## config.mk

```make
export PLATFORM = sky130hd
export DESIGN_NAME = terminal_escape_key_decoder_top
export DESIGN_NICKNAME = d
export VERILOG_FILES = /design/src/tekd_pkg.sv /design/src/terminal_escape_key_decoder_top.sv
export SDC_FILE = /design/constraint.sdc
export NUM_CORES = 1
export LEC_CHECK = 0
export BUFFER_PORTS_ARGS = -buffer_cell sky130_fd_sc_hd__buf_2
export CAP_MARGIN = 20
export CORE_AREA = 2 2 157 121
export DETAILED_ROUTE_END_ITERATION = 10
export DIE_AREA = 0 0 159 123
export HOLD_SLACK_MARGIN = 0.12
export PLACE_DENSITY = 0.78
export SLEW_MARGIN = 20
export SYNTH_ARGS = -nofsm -noshare
export SYNTH_HDL_FRONTEND = slang
export SYNTH_SLANG_ARGS = --single-unit
```

## constraint.sdc

```tcl
create_clock -name aclk -period 5.1 [get_ports aclk]
set_input_delay 1.02 -clock aclk [delete_from_list [all_inputs] [get_ports aclk]]
set_output_delay 1.02 -clock aclk [all_outputs]
set_load 0.01 [all_outputs]
```

## src/tekd_pkg.sv

```systemverilog
// ----------------------------------------------------------------------------
// tekd_pkg
// phase codes, event kinds and fixed widths of the escape key decoder
// ----------------------------------------------------------------------------
package tekd_pkg;

    localparam int PTR_W  = 16;
    localparam int KIND_W = 5;

    typedef enum logic [2:0] {
        PH_IDLE  = 3'd0,
        PH_ESC   = 3'd1,
        PH_INTRO = 3'd2,
        PH_DIGIT = 3'd3,
        PH_MOUSE = 3'd4
    } phase_t;

    typedef logic [KIND_W-1:0] kind_t;

    localparam kind_t KIND_PLAIN       = 5'd0;
    localparam kind_t KIND_ESC         = 5'd1;
    localparam kind_t KIND_UP          = 5'd2;
    localparam kind_t KIND_DOWN        = 5'd3;
    localparam kind_t KIND_RIGHT       = 5'd4;
    localparam kind_t KIND_LEFT        = 5'd5;
    localparam kind_t KIND_HOME        = 5'd6;
    localparam kind_t KIND_END         = 5'd7;
    localparam kind_t KIND_DELETE      = 5'd8;
    localparam kind_t KIND_PAGE_UP     = 5'd9;
    localparam kind_t KIND_PAGE_DOWN   = 5'd10;
    localparam kind_t KIND_LEFT_DOWN   = 5'd11;
    localparam kind_t KIND_LEFT_UP     = 5'd12;
    localparam kind_t KIND_LEFT_DRAG   = 5'd13;
    localparam kind_t KIND_MID_DOWN    = 5'd14;
    localparam kind_t KIND_MID_UP      = 5'd15;
    localparam kind_t KIND_MID_DRAG    = 5'd16;
    localparam kind_t KIND_RIGHT_DOWN  = 5'd17;
    localparam kind_t KIND_RIGHT_UP    = 5'd18;
    localparam kind_t KIND_RIGHT_DRAG  = 5'd19;
    localparam kind_t KIND_SCROLL_UP   = 5'd20;
    localparam kind_t KIND_SCROLL_DOWN = 5'd21;
    localparam kind_t KIND_MOVE        = 5'd22;

    localparam logic [7:0] CH_ESC    = 8'd27;
    localparam logic [7:0] CH_LBRACK = 8'h5B;
    localparam logic [7:0] CH_O      = 8'h4F;
    localparam logic [7:0] CH_LT     = 8'h3C;
    localparam logic [7:0] CH_SEMI   = 8'h3B;
    localparam logic [7:0] CH_TILDE  = 8'h7E;
    localparam logic [7:0] CH_ZERO   = 8'h30;
    localparam logic [7:0] CH_NINE   = 8'h39;
    localparam logic [7:0] CH_THREE  = 8'h33;
    localparam logic [7:0] CH_FIVE   = 8'h35;
    localparam logic [7:0] CH_SIX    = 8'h36;
    localparam logic [7:0] CH_A      = 8'h41;
    localparam logic [7:0] CH_B      = 8'h42;
    localparam logic [7:0] CH_C      = 8'h43;
    localparam logic [7:0] CH_D      = 8'h44;
    localparam logic [7:0] CH_H      = 8'h48;
    localparam logic [7:0] CH_F      = 8'h46;
    localparam logic [7:0] CH_UPPER_M = 8'h4D;
    localparam logic [7:0] CH_LOWER_M = 8'h6D;

    localparam logic [7:0] BTN_LEFT       = 8'd0;
    localparam logic [7:0] BTN_MID        = 8'd1;
    localparam logic [7:0] BTN_RIGHT      = 8'd2;
    localparam logic [7:0] BTN_LEFT_DRAG  = 8'd32;
    localparam logic [7:0] BTN_MID_DRAG   = 8'd33;
    localparam logic [7:0] BTN_RIGHT_DRAG = 8'd34;
    localparam logic [7:0] BTN_MOVE       = 8'd35;
    localparam logic [7:0] BTN_WHEEL_UP   = 8'd64;
    localparam logic [7:0] BTN_WHEEL_DN   = 8'd65;

endpackage

```

## src/terminal_escape_key_decoder_top.sv

```systemverilog
// ----------------------------------------------------------------------------
// terminal_escape_key_decoder_top
// turns a terminal byte stream into key and sgr mouse events
// ----------------------------------------------------------------------------
// usage
//   input channel s_*: one beat is a received byte or a read timeout
//   (s_is_timeout high, s_data_byte ignored). output channel m_*: one beat
//   per finished key or mouse event; bytes inside an open escape sequence
//   give no beat. pointer_x/pointer_y carry the stored mouse position.
//   path: an accepted beat is held in the input register while the decode
//   runs, and its event is then loaded into the output register (m_valid).
//   throughput: 1 beat per cycle while m_ready is high; decoder state and
//   output register update in the same cycle, so no bubble between beats.
//   stall: while m_ready is low with an event waiting, the decode of the
//   held input beat waits; s_ready drops once the input register is full.
//   reset: synchronous active-low aresetn empties both registers and puts
//   the decoder back in idle with the stored position at zero.
// ----------------------------------------------------------------------------
module terminal_escape_key_decoder_top
    import tekd_pkg::*;
#(
    parameter int MAX_MOUSE_BYTES = 29,
    parameter int COORD_BITS      = 16
) (
    input  logic               aclk,
    input  logic               aresetn,
    input  logic               s_valid,
    output logic               s_ready,
    input  logic               s_is_timeout,
    input  logic [7:0]         s_data_byte,
    output logic               m_valid,
    input  logic               m_ready,
    output logic [KIND_W-1:0]  m_event_kind,
    output logic [7:0]         m_key_byte,
    output logic [PTR_W-1:0]   m_pointer_x,
    output logic [PTR_W-1:0]   m_pointer_y
);

    localparam int MB_W = $clog2(MAX_MOUSE_BYTES + 1);
    localparam int CW   = COORD_BITS;

    function automatic logic [CW-1:0] coord_acc(input logic [CW-1:0] acc,
                                                input logic [3:0] d);
        logic [CW+3:0] v;
        v = ({4'd0, acc} << 3) + ({4'd0, acc} << 1) + (CW+4)'(d);
        coord_acc = (v > (CW+4)'({CW{1'b1}})) ? {CW{1'b1}} : v[CW-1:0];
    endfunction

    function automatic logic [7:0] btn_acc(input logic [7:0] acc, input logic [3:0] d);
        logic [11:0] v;
        v = ({4'd0, acc} << 3) + ({4'd0, acc} << 1) + 12'(d);
        btn_acc = (v > 12'd255) ? 8'hFF : v[7:0];
    endfunction

    // input register
    logic         in_valid_reg, in_valid_next;
    logic         is_timeout_reg;
    logic [7:0]   data_byte_reg;

    // decoder state
    phase_t       phase_reg, phase_next;
    logic [7:0]   intro_byte_reg, intro_byte_next;
    logic [7:0]   digit_byte_reg, digit_byte_next;
    logic [1:0]   field_index_reg, field_index_next;
    logic [2:0]   digits_seen_reg, digits_seen_next;
    logic         parse_halted_reg, parse_halted_next;
    logic [7:0]   button_code_reg, button_code_next;
    logic [CW-1:0] column_acc_reg, column_acc_next;
    logic [CW-1:0] row_acc_reg, row_acc_next;
    logic [MB_W-1:0] mouse_bytes_reg, mouse_bytes_next;
    logic [CW-1:0] mouse_col_reg, mouse_col_next;
    logic [CW-1:0] mouse_row_reg, mouse_row_next;

    // output register
    logic         m_valid_reg, m_valid_next;
    kind_t        kind_reg;
    logic [7:0]   key_reg;
    logic [PTR_W-1:0] ptr_x_reg, ptr_y_reg;

    logic         advance;
    logic         emit;
    kind_t        kind;
    logic [7:0]   key;

    assign advance = in_valid_reg && (!m_valid_reg || m_ready);
    assign s_ready = !in_valid_reg || advance;

    always_comb begin
        logic        is_digit;
        logic [3:0]  dval;
        logic        is_term;
        logic        fin;
        logic        down;
        logic        up;
        logic [1:0]  u_fi;
        logic [2:0]  u_ds;
        logic        u_halt;
        logic [7:0]  u_bc;
        logic [CW-1:0] u_col;
        logic [CW-1:0] u_row;
        logic [MB_W-1:0] mb_inc;
        kind_t       fin_kind;

        is_digit = (data_byte_reg >= CH_ZERO) && (data_byte_reg <= CH_NINE);
        dval     = 4'(data_byte_reg - CH_ZERO);
        is_term  = (data_byte_reg == CH_UPPER_M) || (data_byte_reg == CH_LOWER_M);
        down     = !is_timeout_reg && (data_byte_reg == CH_UPPER_M);
        up       = !is_timeout_reg && (data_byte_reg == CH_LOWER_M);
        mb_inc   = mouse_bytes_reg + 1'b1;

        // mouse field parse for a non-terminator byte
        u_fi   = field_index_reg;
        u_ds   = digits_seen_reg;
        u_halt = parse_halted_reg;
        u_bc   = button_code_reg;
        u_col  = column_acc_reg;
        u_row  = row_acc_reg;
        if (!is_timeout_reg && !is_term && !parse_halted_reg) begin
            if (is_digit) begin
                unique case (field_index_reg)
                    2'd0:    u_bc  = btn_acc(button_code_reg, dval);
                    2'd1:    u_col = coord_acc(column_acc_reg, dval);
                    default: u_row = coord_acc(row_acc_reg, dval);
                endcase
                if (digits_seen_reg != 3'd7) begin
                    u_ds = digits_seen_reg + 3'd1;
                end
            end else if (data_byte_reg == CH_SEMI && digits_seen_reg != 3'd0 &&
                         field_index_reg < 2'd2) begin
                u_fi = field_index_reg + 2'd1;
                u_ds = 3'd0;
            end else begin
                u_halt = 1'b1;
            end
        end

        // report close
        fin_kind = KIND_ESC;
        if (u_fi != 2'd0 || u_ds != 3'd0) begin
            unique case (u_bc)
                BTN_LEFT:       fin_kind = down ? KIND_LEFT_DOWN :
                                           (up ? KIND_LEFT_UP : KIND_ESC);
                BTN_MID:        fin_kind = down ? KIND_MID_DOWN :
                                           (up ? KIND_MID_UP : KIND_ESC);
                BTN_RIGHT:      fin_kind = down ? KIND_RIGHT_DOWN :
                                           (up ? KIND_RIGHT_UP : KIND_ESC);
                BTN_LEFT_DRAG:  fin_kind = down ? KIND_LEFT_DRAG : KIND_ESC;
                BTN_MID_DRAG:   fin_kind = down ? KIND_MID_DRAG : KIND_ESC;
                BTN_RIGHT_DRAG: fin_kind = down ? KIND_RIGHT_DRAG : KIND_ESC;
                BTN_MOVE:       fin_kind = KIND_MOVE;
                BTN_WHEEL_UP:   fin_kind = KIND_SCROLL_UP;
                BTN_WHEEL_DN:   fin_kind = KIND_SCROLL_DOWN;
                default:        fin_kind = KIND_ESC;
            endcase
        end

        phase_next        = phase_reg;
        intro_byte_next   = intro_byte_reg;
        digit_byte_next   = digit_byte_reg;
        field_index_next  = field_index_reg;
        digits_seen_next  = digits_seen_reg;
        parse_halted_next = parse_halted_reg;
        button_code_next  = button_code_reg;
        column_acc_next   = column_acc_reg;
        row_acc_next      = row_acc_reg;
        mouse_bytes_next  = mouse_bytes_reg;
        mouse_col_next    = mouse_col_reg;
        mouse_row_next    = mouse_row_reg;
        emit = 1'b0;
        kind = KIND_ESC;
        key  = 8'd0;
        fin  = 1'b0;

        unique case (phase_reg)
            PH_ESC: begin
                if (is_timeout_reg) begin
                    emit       = 1'b1;
                    phase_next = PH_IDLE;
                end else begin
                    intro_byte_next = data_byte_reg;
                    phase_next      = PH_INTRO;
                end
            end
            PH_INTRO: begin
                if (is_timeout_reg) begin
                    emit       = 1'b1;
                    phase_next = PH_IDLE;
                end else if (intro_byte_reg == CH_LBRACK && is_digit) begin
                    digit_byte_next = data_byte_reg;
                    phase_next      = PH_DIGIT;
                end else if (intro_byte_reg == CH_LBRACK && data_byte_reg == CH_LT) begin
                    field_index_next  = 2'd0;
                    digits_seen_next  = 3'd0;
                    parse_halted_next = 1'b0;
                    button_code_next  = 8'd0;
                    column_acc_next   = '0;
                    row_acc_next      = '0;
                    mouse_bytes_next  = '0;
                    phase_next        = PH_MOUSE;
                end else begin
                    emit       = 1'b1;
                    phase_next = PH_IDLE;
                    if (intro_byte_reg == CH_LBRACK) begin
                        unique case (data_byte_reg)
                            CH_A:    kind = KIND_UP;
                            CH_B:    kind = KIND_DOWN;
                            CH_C:    kind = KIND_RIGHT;
                            CH_D:    kind = KIND_LEFT;
                            CH_H:    kind = KIND_HOME;
                            CH_F:    kind = KIND_END;
                            default: kind = KIND_ESC;
                        endcase
                    end else if (intro_byte_reg == CH_O) begin
                        if (data_byte_reg == CH_H) begin
                            kind = KIND_HOME;
                        end else if (data_byte_reg == CH_F) begin
                            kind = KIND_END;
                        end
                    end
                end
            end
            PH_DIGIT: begin
                if (!is_timeout_reg && data_byte_reg == CH_TILDE) begin
                    if (digit_byte_reg == CH_THREE) begin
                        kind = KIND_DELETE;
                    end else if (digit_byte_reg == CH_FIVE) begin
                        kind = KIND_PAGE_UP;
                    end else if (digit_byte_reg == CH_SIX) begin
                        kind = KIND_PAGE_DOWN;
                    end
                end
                emit       = 1'b1;
                phase_next = PH_IDLE;
            end
            PH_MOUSE: begin
                field_index_next  = u_fi;
                digits_seen_next  = u_ds;
                parse_halted_next = u_halt;
                button_code_next  = u_bc;
                column_acc_next   = u_col;
                row_acc_next      = u_row;
                if (is_timeout_reg) begin
                    fin = 1'b1;
                end else begin
                    mouse_bytes_next = mb_inc;
                    fin = is_term || (mb_inc >= MB_W'(MAX_MOUSE_BYTES));
                end
                if (fin) begin
                    emit       = 1'b1;
                    kind       = fin_kind;
                    phase_next = PH_IDLE;
                    if (u_fi == 2'd2 && u_ds != 3'd0) begin
                        mouse_col_next = u_col;
                        mouse_row_next = u_row;
                    end
                end
            end
            default: begin
                phase_next = PH_IDLE;
                if (is_timeout_reg) begin
                    kind = KIND_PLAIN;
                    emit = 1'b1;
                end else if (data_byte_reg == CH_ESC) begin
                    phase_next = PH_ESC;
                end else begin
                    kind = KIND_PLAIN;
                    key  = data_byte_reg;
                    emit = 1'b1;
                end
            end
        endcase
    end

    always_comb begin
        in_valid_next = in_valid_reg;
        if (s_valid && s_ready) begin
            in_valid_next = 1'b1;
        end else if (advance) begin
            in_valid_next = 1'b0;
        end
        m_valid_next = m_valid_reg;
        if (advance && emit) begin
            m_valid_next = 1'b1;
        end else if (m_ready) begin
            m_valid_next = 1'b0;
        end
    end

    always_ff @(posedge aclk) begin
        if (!aresetn) begin
            in_valid_reg     <= 1'b0;
            m_valid_reg      <= 1'b0;
            phase_reg        <= PH_IDLE;
            intro_byte_reg   <= 8'd0;
            digit_byte_reg   <= 8'd0;
            field_index_reg  <= 2'd0;
            digits_seen_reg  <= 3'd0;
            parse_halted_reg <= 1'b0;
            button_code_reg  <= 8'd0;
            column_acc_reg   <= '0;
            row_acc_reg      <= '0;
            mouse_bytes_reg  <= '0;
            mouse_col_reg    <= '0;
            mouse_row_reg    <= '0;
        end else begin
            in_valid_reg <= in_valid_next;
            m_valid_reg  <= m_valid_next;
            if (advance) begin
                phase_reg        <= phase_next;
                intro_byte_reg   <= intro_byte_next;
                digit_byte_reg   <= digit_byte_next;
                field_index_reg  <= field_index_next;
                digits_seen_reg  <= digits_seen_next;
                parse_halted_reg <= parse_halted_next;
                button_code_reg  <= button_code_next;
                column_acc_reg   <= column_acc_next;
                row_acc_reg      <= row_acc_next;
                mouse_bytes_reg  <= mouse_bytes_next;
                mouse_col_reg    <= mouse_col_next;
                mouse_row_reg    <= mouse_row_next;
            end
        end
    end

    always_ff @(posedge aclk) begin
        if (s_valid && s_ready) begin
            is_timeout_reg <= s_is_timeout;
            data_byte_reg  <= s_data_byte;
        end
        if (advance && emit) begin
            kind_reg  <= kind;
            key_reg   <= key;
            ptr_x_reg <= PTR_W'(mouse_col_next);
            ptr_y_reg <= PTR_W'(mouse_row_next);
        end
    end

    assign m_valid      = m_valid_reg;
    assign m_event_kind = kind_reg;
    assign m_key_byte   = key_reg;
    assign m_pointer_x  = ptr_x_reg;
    assign m_pointer_y  = ptr_y_reg;

endmodule

```

==> impl_metrics.py, run 1 <==
metrics = {
    "detailed_routing": {
        "route.detailed.drc": 0,
        "routedWlPerCell_um": 16.9,
        "initialDrtViolationCount": 899,
        "vias": 8693,
        "vias_per_cell": 6.05,
        "pre_antenna_drt_iters": 6,
        "finalWirelength_mm": 24.2,
        "drt.antenna.violating_nets": 0,
    },
    "synthesis": {
        "ys_seq_elements": 158,
        "synth_sequential_area_ratio": 0.379,
        "post_synth_inst_count": 1133,
        "post-synth-top-area-cell": "sky130_fd_sc_hd__dfxtp_1",
        "yosys_warnings": 0,
        "async_set_reset_flop_share_out_of_synthesis": 0,
        "postSynthNetCount": 1235,
        "ys_types": 80,
        "postSynthAreaPerCell_um2": 8.63,
        "synth_edf_count": 54,
        "ys_dominant_reg_cell": "sky130_fd_sc_hd__dfxtp_1",
        "synth_top_cell_area_share": 0.213,
        "post_synth_instance_area_um2": 9780,
        "synthTopCellsByArea": "sky130_fd_sc_hd__dfxtp_1, sky130_fd_sc_hd__edfxtp_1, sky130_fd_sc_hd__ha_1",
    },
    "global_routing": {
        "maximum_number_of_pins_on_one_net_before_global_route_repair": 65,
        "grt_antenna_before_repair": 0,
        "via_count_of_the_first_global_routing_pass": 7928,
        "grt_total_ovfl": 0,
        "grt_pass1_wl_mm": 40.1,
        "groute.usage.overall": 0.254,
    },
    "placement": {
        "pre_cts_slack_ns": 0.811,
        "port-buffer-count": 59,
        "detailed_place_hpwl_mm": 17.1,
        "place.gp.congestion": 0.954,
        "placement.cell_area_um2": 10300,
    },
    "critical_path": {
        "critical_path.n_buffers_inverters": 1,
        "setup.worst_path.start_class": "flip-flop",
        "timing.critical_path.required_ns": 5.37,
        "highest_fanout_seen_on_the_critical_path": 13,
        "cp_cell_sequence": "ha_1 -> ha_1 -> inv_1 -> fa_1 -> nor2b_4 -> o31ai_2 -> a21oi_1 -> mux2_4 -> or3_4 -> or3_1 -> mux2_4 -> a211o_1 -> or2_4 -> o32ai_2",
        "worstPathArrival_ns": 4.60,
        "timing.critical_path.to_type": "flip-flop",
        "critical_path.max_stage_delay_ns": 0.65,
        "critical_path.slowest_cell": "sky130_fd_sc_hd__edfxtp_1",
        "worst-setup-path-type": "flip-flop to flip-flop",
        "critical_path.top_delay_family": "simple AND/OR/NAND/NOR gates",
    },
    "timing": {
        "hold_viol_final": 0,
        "setup_slack_ns": 0.777,
        "max_freq_mhz": 231,
        "timing_worst_slew_pin_value_ns": 0.982,
        "setup_total_negative_slack_ns": 0,
        "worst_hold_slack_ns": 0.455,
        "slew_violations": 0,
        "report.final.setup_viol": 0,
        "finalCriticalPeriod_ns": 4.32,
        "skew_ns": 0.0151,
        "max-slew-margin-rel": 0.344,
        "rsz_0062_raised_after_global_routing": "false",
        "final.period_utilization": 0.848,
    },
    "cts": {
        "cts-hold-fix-buffers": 0,
        "clock_tree.htree_level_count": 4,
        "cts_setup_buffers": 0,
        "cts-buffers-inserted": 17,
        "post_cts_resize_count": 0,
        "worstSkewPairLatency_ns": 0.44,
        "clock-sinks": 158,
        "cts_max_path_buffers": 2,
        "tritoncts": "built",
        "cts_root_buffer": "sky130_fd_sc_hd__clkbuf_16",
        "clkTransAtPathRegs_ns": 0.08,
    },
    "status": {
        "status": "finished, final reports clean",
    },
    "cells_and_area": {
        "antenna_cells": 0,
        "finalNetCount": 1278,
        "postLayoutCellArea_um2": 10900,
        "drive_above_1_share": 0.111,
        "area_delta_synth_final_pct": 11.6,
        "leading_cell_types_in_the_layout_fill_and_taps_excluded": "sky130_fd_sc_hd__nor2_1, sky130_fd_sc_hd__nand2_1, sky130_fd_sc_hd__dfxtp_1, sky130_fd_sc_hd__ha_1, sky130_fd_sc_hd__o21ai_0",
        "final_common_cell": "sky130_fd_sc_hd__nor2_1",
    },
    "power": {
        "report.power.total_mw": 2.75,
        "power.density_nw_per_um2": 252,
        "power.static_leakage_nw": 4.60,
        "ir_drop_mv": 0.156,
    },
    "floorplan": {
        "die_width_um": 159,
        "io_pins": 60,
        "dieArea_um2": 19600,
        "initial_cell_density_of_the_core": 0.541,
        "placement_rows": 43,
        "design.core.area_um2": 18100,
        "die_h_um": 123,
    },
    "hold_path": {
        "hold_path.class": "flip-flop to flip-flop",
    },
    "job": {
        "cap_violations": 0,
    },
}
-- through the flow --
step	util	instances
finish	0.604	1436
global route	0.604	1436
CTS	0.604	1436
detailed placement	0.570	1404
global placement	0.570	1404
floorplan	-	1133
-- cells in the mapped netlist (all sizes together), types with 7 or more instances --
cell type	n
nor3	27
xor2	9
nor2	174
and2	13
a21oi	62
ha	83
o31ai	55
o21ai	79
nand3	16
or3	10
dfxtp	104
and3	15
o311ai	7
a21o	22
buf	10
a31oi	9
nand2	114
xnor2	21
or2	8
mux2i	11
inv	33
o21a	13
a211oi	17
nand2b	18
o21bai	7
o22ai	10
nor2b	10
clkbuf	38
edfxtp	54
-- final cells by class --
cell class	instances	area (um2)
Fill cell	1559	7160
Multi-Input combinational cell	894	5770
Sequential cell	158	3700
Clock buffer	19	475
Timing Repair Buffer	72	393
Tap cell	247	309
Clock inverter	13	135
Inverter	33	124
-- worst paths after layout --
kind	startpoint	to	slack [ns]	depth (start not counted)
worst max-delay path	data_byte_reg[1]	m_event_kind[3]	0.78	14
worst min-delay path	mouse_col_reg[12]	mouse_col_reg[12]	0.46	2
worst max register to register	data_byte_reg[1]	m_event_kind[3]	0.78	14
worst min register to register	mouse_col_reg[12]	mouse_col_reg[12]	0.46	2
-- routing by layer --
layer / routed length [um] / up-vias / track usage / share of wire
li1: - / 4233 / - / -
met1: 12000 / 4133 / 0.366 / 0.49
met2: 10300 / 294 / 0.391 / 0.43
met3: 1590 / 33 / 0.0496 / 0.066
met4: 376 / 0 / 0.0693 / 0.016
met5: 0 / - / 0 / 0
-- logic make-up after synthesis --
family / count (synthesis) / share of synthesized area
flops: 158 / 0.379
compound gates: 323 / 0.219
mux: 14 / 0.0155
buf+inv: 81 / 0.0321
fa+ha+maj: 89 / 0.118
simple gates: 438 / 0.209
xor+xnor: 30 / 0.0269
-- power by group --
part	internal (mW)	leakage (nW)	total, mW	switching, mW
Sequential	1.32	1.33	1.34	0.0150
Clock	0.708	0.297	1.30	0.590
Combinational	0.0356	2.98	0.115	0.0791
-- worst register-to-register path, cell delays in order (launching register included) --
cell,delay [ns]
sky130_fd_sc_hd__edfxtp_1,0.65
sky130_fd_sc_hd__ha_1,0.24
sky130_fd_sc_hd__ha_1,0.19
sky130_fd_sc_hd__inv_1,0.06
sky130_fd_sc_hd__fa_1,0.43
sky130_fd_sc_hd__nor2b_4,0.14
sky130_fd_sc_hd__o31ai_2,0.08
sky130_fd_sc_hd__a21oi_1,0.18
sky130_fd_sc_hd__mux2_4,0.32
sky130_fd_sc_hd__or3_4,0.39
sky130_fd_sc_hd__or3_1,0.41
sky130_fd_sc_hd__mux2_4,0.28
sky130_fd_sc_hd__a211o_1,0.28
sky130_fd_sc_hd__or2_4,0.26
sky130_fd_sc_hd__o32ai_2,0.25
Power figures use the tool's default switching activity.
==> inputs of run 2 (changes only) <==
==> constraint.sdc (replaced) <==
create_clock -name aclk -period 4.25 [get_ports aclk]
set_input_delay 0.85 -clock aclk [delete_from_list [all_inputs] [get_ports aclk]]
set_output_delay 0.85 -clock aclk [all_outputs]
set_load 0.01 [all_outputs]
==> run 2 against run 1 <==
Worst setup slack worse by 0.62 ns. Via count grew 0.32%. Final area is 1.4% higher. First-iteration DRC count is 13% lower. Largest power group unchanged. Fmax grew 5.7%. Largest cell class unchanged. Global-route usage is 0.065 points higher.
==> impl_metrics.py, run 2 (same netlist as run 1, synthesis figures left out) <==
metrics = {
    "status": {
        "status": "finished, final reports clean",
    },
    "timing": {
        "report.final.setup_viol": 0,
        "skew_ns": 0.0111,
        "setup_slack_ns": 0.159,
        "slew_violations": 0,
        "rsz_0062_raised_after_global_routing": "false",
        "timing_worst_slew_pin_value_ns": 0.794,
        "max-slew-margin-rel": 0.470,
        "worst_hold_slack_ns": 0.452,
        "setup_total_negative_slack_ns": 0,
        "max_freq_mhz": 244,
        "final.period_utilization": 0.963,
        "hold_viol_final": 0,
        "finalCriticalPeriod_ns": 4.09,
    },
    "cts": {
        "cts_root_buffer": "sky130_fd_sc_hd__clkbuf_16",
        "worstSkewPairLatency_ns": 0.43,
        "cts_max_path_buffers": 2,
        "cts-hold-fix-buffers": 0,
        "tritoncts": "built",
        "cts-buffers-inserted": 17,
        "clock-sinks": 158,
        "clock_tree.htree_level_count": 4,
        "clkTransAtPathRegs_ns": 0.07,
    },
    "global_routing": {
        "grt_pass1_wl_mm": 40.3,
        "via_count_of_the_first_global_routing_pass": 8012,
        "groute.usage.overall": 0.254,
        "grt_antenna_before_repair": 0,
        "maximum_number_of_pins_on_one_net_before_global_route_repair": 65,
        "grt_total_ovfl": 0,
    },
    "hold_path": {
        "hold_path.class": "flip-flop to flip-flop",
        "worstHoldPathCells": 2,
        "min_to": "mouse_col_reg[8]",
        "hold_start": "mouse_col_reg[8]",
    },
    "power": {
        "power.static_leakage_nw": 4.67,
        "ir_drop_mv": 0.242,
        "power.density_nw_per_um2": 295,
    },
    "cells_and_area": {
        "finalNetCount": 1297,
        "fillCellCount": 1582,
        "leading_cell_types_in_the_layout_fill_and_taps_excluded": "sky130_fd_sc_hd__nor2_1, sky130_fd_sc_hd__nand2_1, sky130_fd_sc_hd__dfxtp_1, sky130_fd_sc_hd__ha_1, sky130_fd_sc_hd__o21ai_0",
        "final_common_cell": "sky130_fd_sc_hd__nor2_1",
        "drive_above_1_share": 0.131,
        "area_delta_synth_final_pct": 13.2,
        "antenna_cells": 0,
        "final_cells": 1455,
    },
    "detailed_routing": {
        "initialDrtViolationCount": 786,
        "pre_antenna_drt_iters": 5,
        "vias_per_cell": 5.99,
        "vias": 8721,
        "route.detailed.drc": 0,
        "drt.antenna.violating_nets": 0,
        "finalWirelength_mm": 24.6,
        "routedWlPerCell_um": 16.9,
    },
    "critical_path": {
        "timing.critical_path.to_type": "flip-flop",
        "worst-setup-path-type": "flip-flop to flip-flop",
        "crit-reg2reg-capture": "m_event_kind[3]",
        "timing.critical_path.required_ns": 4.52,
        "worstPathArrival_ns": 4.36,
        "highest_fanout_seen_on_the_critical_path": 5,
        "timing.rr.start": "data_byte_reg[2]",
        "r2r_cells": 14,
        "setup.worst_path.start_class": "flip-flop",
        "rrSetupSlack_ns": 0.16,
    },
    "floorplan": {
        "dieArea_um2": 19600,
        "initial_cell_density_of_the_core": 0.541,
        "die_h_um": 123,
        "design.core.area_um2": 18100,
        "die_width_um": 159,
        "placement_rows": 43,
        "io_pins": 60,
    },
    "job": {
        "cap_violations": 0,
    },
    "placement": {
        "place.detailed.instances": 1420,
        "pre_cts_slack_ns": 0.123,
        "port-buffer-count": 59,
        "place.gp.congestion": 0.920,
        "detailed_place_hpwl_mm": 17.1,
    },
}
## run 2: how the worst max path moves through the flow
stage	startpoint	depth (start not counted)	to
final	data_byte_reg[2]	14	m_event_kind[3]
after global placement	data_byte_reg[3]	13	m_event_kind[3]
after CTS	data_byte_reg[3]	13	m_event_kind[3]
after floorplan	data_byte_reg[3]	14	m_event_kind[3]
after detailed placement	data_byte_reg[3]	13	m_event_kind[3]
after global routing	data_byte_reg[3]	14	m_pointer_y[12]
## run 2: cell type report
type / count / area (um2) / share of cell area
timing repair buffer: 91 / 548 / 0.0495
sequential: 158 / 3700 / 0.335
multi-input combinational: 894 / 5790 / 0.524
tap: 247 / 309 / 0.0279
inverter: 33 / 124 / 0.0112
clock inverter: 12 / 96.3 / 0.00871
clock buffer: 20 / 489 / 0.0442
## run 2: per-stage QoR
stage,utilization,area (um2),power [mW]
6_report,0.612,11100,3.27
3_5_place_dp,0.577,10400,1.78
2_1_floorplan,-,9780,1.72
5_1_grt,0.612,11100,3.36
4_1_cts,0.610,11000,3.27
3_3_place_gp,0.577,10400,1.78
## run 2: power by group
group / internal, mW / total [mW] / leakage, nW / switching [mW]
logic: 0.0490 / 0.152 / 3.07 / 0.103
clock network: 0.843 / 1.51 / 0.277 / 0.672
registers: 1.59 / 1.60 / 1.33 / 0.0121
## run 2: timing repair
item,4_1_cts,5_1_grt
setup buffers,0,3
resized for setup,0,8
endpoints found under the setup margin,0,23
## run 2: layer usage
metal  track usage  routed length (um)  up-vias
li1              -                   -     4273
met1         0.369               11900     4068
met2         0.389               10500      342
met3        0.0423                1810       38
met4        0.0830                 461        0
met5             0                   0        -
## run 2: critical path, cell delays in order, from the launching register on
cell                       delay (ns)
sky130_fd_sc_hd__edfxtp_1        0.40
sky130_fd_sc_hd__ha_1            0.30
sky130_fd_sc_hd__ha_1            0.19
sky130_fd_sc_hd__inv_1           0.08
sky130_fd_sc_hd__fa_2            0.42
sky130_fd_sc_hd__nor2b_4         0.13
sky130_fd_sc_hd__o31ai_2         0.08
sky130_fd_sc_hd__a21oi_2         0.15
sky130_fd_sc_hd__mux2_4          0.31
sky130_fd_sc_hd__or3_4           0.40
sky130_fd_sc_hd__or3_1           0.40
sky130_fd_sc_hd__mux2_4          0.27
sky130_fd_sc_hd__a211o_1         0.28
sky130_fd_sc_hd__or2_4           0.25
sky130_fd_sc_hd__o32ai_2         0.26
